**config.mk**
```make
export PLATFORM = sky130hd
export DESIGN_NAME = oaht_front_flat
export DESIGN_NICKNAME = d
export VERILOG_FILES = /design/src/hdl/oaht_pkg.sv /design/src/hdl/oaht_req_if.sv /design/src/hdl/oaht_front.sv /design/src/flat_wrapper.sv
export SDC_FILE = /design/constraint.sdc
export NUM_CORES = 1
export LEC_CHECK = 0
export BUFFER_PORTS_ARGS = -buffer_cell sky130_fd_sc_hd__buf_2
export CORE_MARGIN = 1
export CORE_UTILIZATION = 50
export DETAILED_ROUTE_END_ITERATION = 12
export PLACE_DENSITY_LB_ADDON = 0.15
export SYNTH_ARGS = -nofsm -noshare
export SYNTH_HDL_FRONTEND = slang
export SYNTH_SLANG_ARGS = --single-unit
```
**constraint.sdc**
```tcl
create_clock -name clk_i -period 3.95 [get_ports clk_i]
set_input_delay 0.9875 -clock clk_i [delete_from_list [all_inputs] [get_ports clk_i]]
set_output_delay 0.9875 -clock clk_i [all_outputs]
set_load 0.01 [all_outputs]
```
**src/hdl/oaht_pkg.sv**
```systemverilog
// shared types and codes for the open-addressing host table
// no dependencies
`default_nettype none

package oaht_pkg;

  localparam int KeyW  = 32;
  localparam int SlotW = 8;
  localparam int StrW  = 8;

  localparam logic KIND_ENTER  = 1'b0;
  localparam logic KIND_LOOKUP = 1'b1;

  typedef struct packed {
    logic            kind;
    logic [KeyW-1:0] host_key;
  } req_t;

endpackage

`default_nettype wire

```
**src/hdl/oaht_req_if.sv**
```systemverilog
// request channel: valid/ready with kind and host key
// depends on oaht_pkg
`default_nettype none

interface oaht_req_if;
  import oaht_pkg::*;

  logic            valid;
  logic            ready;
  logic            kind;
  logic [KeyW-1:0] host_key;

  modport source (output valid, output kind, output host_key, input ready);
  modport sink   (input valid, input kind, input host_key, output ready);
endinterface

`default_nettype wire

```
**src/hdl/oaht_front.sv**
```systemverilog
// front end: accepts requests, computes the home slot, queues them (two entries)
// depends on oaht_pkg and oaht_req_if
`default_nettype none

module oaht_front #(
  parameter int                       IW      = 8,
  parameter logic [256*IW-1:0]        MOD_LUT = '0
) (
  input  wire logic          clk_i,
  input  wire logic          rst_ni,
  oaht_req_if.sink           req_i,
  input  wire logic          clr_busy_i,
  output oaht_pkg::req_t     q_req_o,
  output logic [IW-1:0]      q_home_o,
  output logic               q_valid_o,
  input  wire logic          q_pop_i
);
  import oaht_pkg::*;

  req_t          ent_req_q  [2];
  logic [IW-1:0] ent_home_q [2];
  logic          wr_ptr_q, rd_ptr_q;
  logic [1:0]    cnt_q, cnt_d;
  logic          push;
  logic          pop;
  logic [IW-1:0] home;

  assign home        = MOD_LUT[int'(req_i.host_key[7:0])*IW +: IW];
  assign req_i.ready = (cnt_q != 2'd2) && !clr_busy_i;
  assign push        = req_i.valid && req_i.ready;
  assign pop         = q_pop_i && (cnt_q != 2'd0);

  assign q_valid_o = (cnt_q != 2'd0);
  assign q_req_o   = ent_req_q[rd_ptr_q];
  assign q_home_o  = ent_home_q[rd_ptr_q];

  always_comb begin
    cnt_d = cnt_q;
    if (push && !pop) cnt_d = cnt_q + 2'd1;
    else if (!push && pop) cnt_d = cnt_q - 2'd1;
  end

  always_ff @(posedge clk_i or negedge rst_ni) begin
    if (!rst_ni) begin
      wr_ptr_q <= 1'b0;
      rd_ptr_q <= 1'b0;
      cnt_q    <= 2'd0;
    end else begin
      cnt_q <= cnt_d;
      if (push) wr_ptr_q <= !wr_ptr_q;
      if (pop) rd_ptr_q <= !rd_ptr_q;
    end
  end

  always_ff @(posedge clk_i) begin
    if (push) begin
      ent_req_q[wr_ptr_q]  <= '{kind: req_i.kind, host_key: req_i.host_key};
      ent_home_q[wr_ptr_q] <= home;
    end
  end

endmodule

`default_nettype wire

```
**src/flat_wrapper.sv**
```systemverilog
// flat-port wrapper written by rule: the top's interface ports become plain ports
module oaht_front_flat import oaht_pkg::*;
#(
  parameter int                       IW      = 8,
  parameter logic [256*IW-1:0]        MOD_LUT = '0
)
  (clk_i, rst_ni, clr_busy_i, q_req_o, q_home_o, q_valid_o, q_pop_i, req_i_valid, req_i_kind, req_i_host_key, req_i_ready);
  oaht_req_if req_i_i ();
  input  wire logic clk_i;
  input  wire logic rst_ni;
  input  wire logic clr_busy_i;
  output oaht_pkg::req_t q_req_o;
  output logic [IW-1:0] q_home_o;
  output logic q_valid_o;
  input  wire logic q_pop_i;
  input wire logic [$bits(req_i_i.valid)-1:0] req_i_valid;
  input wire logic [$bits(req_i_i.kind)-1:0] req_i_kind;
  input wire logic [$bits(req_i_i.host_key)-1:0] req_i_host_key;
  output wire logic [$bits(req_i_i.ready)-1:0] req_i_ready;
  assign req_i_i.valid = req_i_valid;
  assign req_i_i.kind = req_i_kind;
  assign req_i_i.host_key = req_i_host_key;
  assign req_i_ready = req_i_i.ready;
  oaht_front #(.IW(IW), .MOD_LUT(MOD_LUT)) u_core (.clk_i(clk_i), .rst_ni(rst_ni), .req_i(req_i_i), .clr_busy_i(clr_busy_i), .q_req_o(q_req_o), .q_home_o(q_home_o), .q_valid_o(q_valid_o), .q_pop_i(q_pop_i));
endmodule
```
==> results.cfg <==
[critical_path]
max_stage_delay_ns = 0.81
r2r_cells = 4
critPathCaptureType = primary output
r2r_start = u_core.cnt_q[1]$_DFFE_PN0P_
path_class = reg -> out
cp_slowest_cell = dfrtp_1
r2r_slack_ns = 1.71
critPathMaxFanout = 18
reg2reg_to = u_core.ent_req_q[1][7]$_DFFE_PP_
crit_chain = buf_4 -> mux2_1 -> buf_2
start_kind = register
crit_required_ns = 2.96
worstPathArrival_ns = 2.03

[route]
drc = 0
drt_pass1_iterations = 4
drt_wl_total_mm = 4.09
wl_per_cell_um = 14.3
ant_nets = 0
via_count = 1342
drt_iter0_markers = 46
routed_via_density = 4.71

[floorplanning]
coreArea_sq_um = 5140
die_y_um = 75.1
start_util_pct = 51.9
fp-row-count = 26
ioPinCount = 81
dieArea_sq_um = 5640
die_x_um = 75.1

[run_status]
status = complete, no violations

[worst_hold_path]
hold_class = in -> async

[cts]
cts_tree = yes
cts_buffers = 9
clk_path_buf_depth = 2
clk_latency_ns = 0.32
htree_levels = 3
cts_hold_buf = 0
postCtsSetupBuffers = 0
ctsResizeCount = 0
numClockSinks = 70
cts.clk_slew.worst_paths_ns = 0.07
root_buffer = clkbuf_8

[place]
dpl.cell_count = 269
dpl_worst_slack_ns = 1.13
port_buffers = 72
gp_congestion = 0.623
dpl.hpwl_mm = 2.72

[timing]
max_freq_mhz = 331
finalClockSkew_ns = 0.00651
setup_violations = 0
grt_setup_unrepaired = no
tns_ns = 0
min_period_ns = 3.02
finalHoldViolCount = 0
drv_slew = 0
post-route-period-util_pct = 76.5
setup_ws_ns = 0.928
holdWs_ns = 0.465
worstMarginPinSlew_ns = 0.936
slew_headroom_pct = 37.5

[synth]
netlist_area_sq_um = 2670
synth_cells = 130
yosys.area.top_type_share_pct = 74.2
ys_ff_latch = 70
synthTopCellsByArea = edfxtp_1 74%, mux2_1 12%, dfrtp_1 3.7%
yosysUniqueCellTypes = 18
ys.warnings.count = 0
syn_avg_cell_area_sq_um = 20.5
yosys.area.top_type = edfxtp_1
yosysSeqAreaShare_pct = 78.0

[cells_and_area]
final_cell_mix = 72 x buf_2, 66 x edfxtp_1, 29 x mux2_1, 9 x clkbuf_8, 8 x conb_1
stdcell_count = 285
drive_above_1_share_pct = 44.2
nNetsFinal = 249
layout_commonest_cell = buf_2
syn2layout_area_growth_pct = 23.8
diodes = 0

[global_route]
grt_pass1_wl_mm = 5.84
grt_max_degree = 34
grt_overflow = 0
grt_pass1_vias = 1269
antenna_found_initial = 0
grt_usage_pct = 14.7

[pwr]
powerDensity_nw_per_um2 = 659
ir_drop_uv = 343
finalPower_uw = 2180
leakagePower_uw = 0.00126

[run]
drv_cap = 0
-- worst max-delay path, delay by kind of cell, from the launching register on --
| family | cells | cell delay (ns) |
|---|---|---|
| buf+inv | 2 | 0.54 |
| mux | 1 | 0.37 |
| flops | 1 | 0.81 |
-- worst max-delay path by stage --
stage                                              endpoint  slack, ns                         from
after global routing                             q_req_o[4]       0.80  u_core.rd_ptr_q$_DFFE_PN0P_
after CTS                                        q_req_o[5]       0.87  u_core.rd_ptr_q$_DFFE_PN0P_
after detailed placement  u_core.ent_req_q[1][15]$_DFFE_PP_       1.13                   clr_busy_i
final                                            q_req_o[5]       0.93  u_core.rd_ptr_q$_DFFE_PN0P_
after global placement    u_core.ent_req_q[1][15]$_DFFE_PP_       1.25                   clr_busy_i
after floorplan            u_core.ent_req_q[0][0]$_DFFE_PP_       0.77                   clr_busy_i
-- registers in the layout (all words and copies together), names as in the netlist --
signal and cells:
u_core.ent_req_q 66, u_core.cnt_q 2, u_core.rd_ptr_q 1, u_core.wr_ptr_q 1
-- kinds of logic after synthesis --
logic type                 count (synthesis)  synth area share, %
other                                      1                0.140
buffers and inverters                     12                 3.70
adders and majority gates                  1                0.469
xor gates and xnor gates                   5                 1.64
muxes                                     33                 13.9
and+or+nand+nor                            8                 2.16
DFF                                       70                 78.0
-- cell type report --
cell class                      instances  area, sq um
Multi-Input combinational cell         55          523
Sequential cell                        70         2080
Fill cell                             393         1840
Timing Repair Buffer                   74          375
Tap cell                               70         87.6
Clock inverter                          7          113
Clock buffer                            9          124
-- power breakdown --
group          total [uW]  internal [uW]  leakage, uW  switching, uW
Combinational         514            245     0.000504            268
Clock                 664            415     0.000111            249
Sequential            999            930     0.000650           68.2
Total                2180           1590      0.00126            586
-- through the flow --
| step | utilization (%) | instance area, sq um |
|---|---|---|
| 2_1_floorplan | - | 2700 |
| 3_3_place_gp | 59.7 | 3070 |
| 3_5_place_dp | 59.7 | 3070 |
| 4_1_cts | 64.3 | 3300 |
| 5_1_grt | 64.3 | 3300 |
| 6_report | 64.3 | 3300 |
-- cells in the mapped netlist --
| cell | number |
|---|---|
| buf_4 | 8 |
| xnor2_1 | 2 |
| mux2_1 | 29 |
| or2_1 | 1 |
| mux2_2 | 4 |
| buf_6 | 3 |
| nor2_1 | 2 |
| nand2_1 | 1 |
| buf_2 | 1 |
| and2_1 | 1 |
| ha_1 | 1 |
| xor2_1 | 3 |
| conb_1 | 1 |
| nor2b_2 | 1 |
| nor2b_1 | 1 |
| edfxtp_1 | 66 |
| dfrtp_1 | 4 |
| nor3b_4 | 1 |
-- metal layers --
metal  global-route usage, %  routed length [um]
met4                    7.55                  27
met2                    25.4                2150
met1                    17.0                1680
met5                       0                   0
met3                    3.75                 226
No activity file was read; power rests on OpenSTA's default activity.
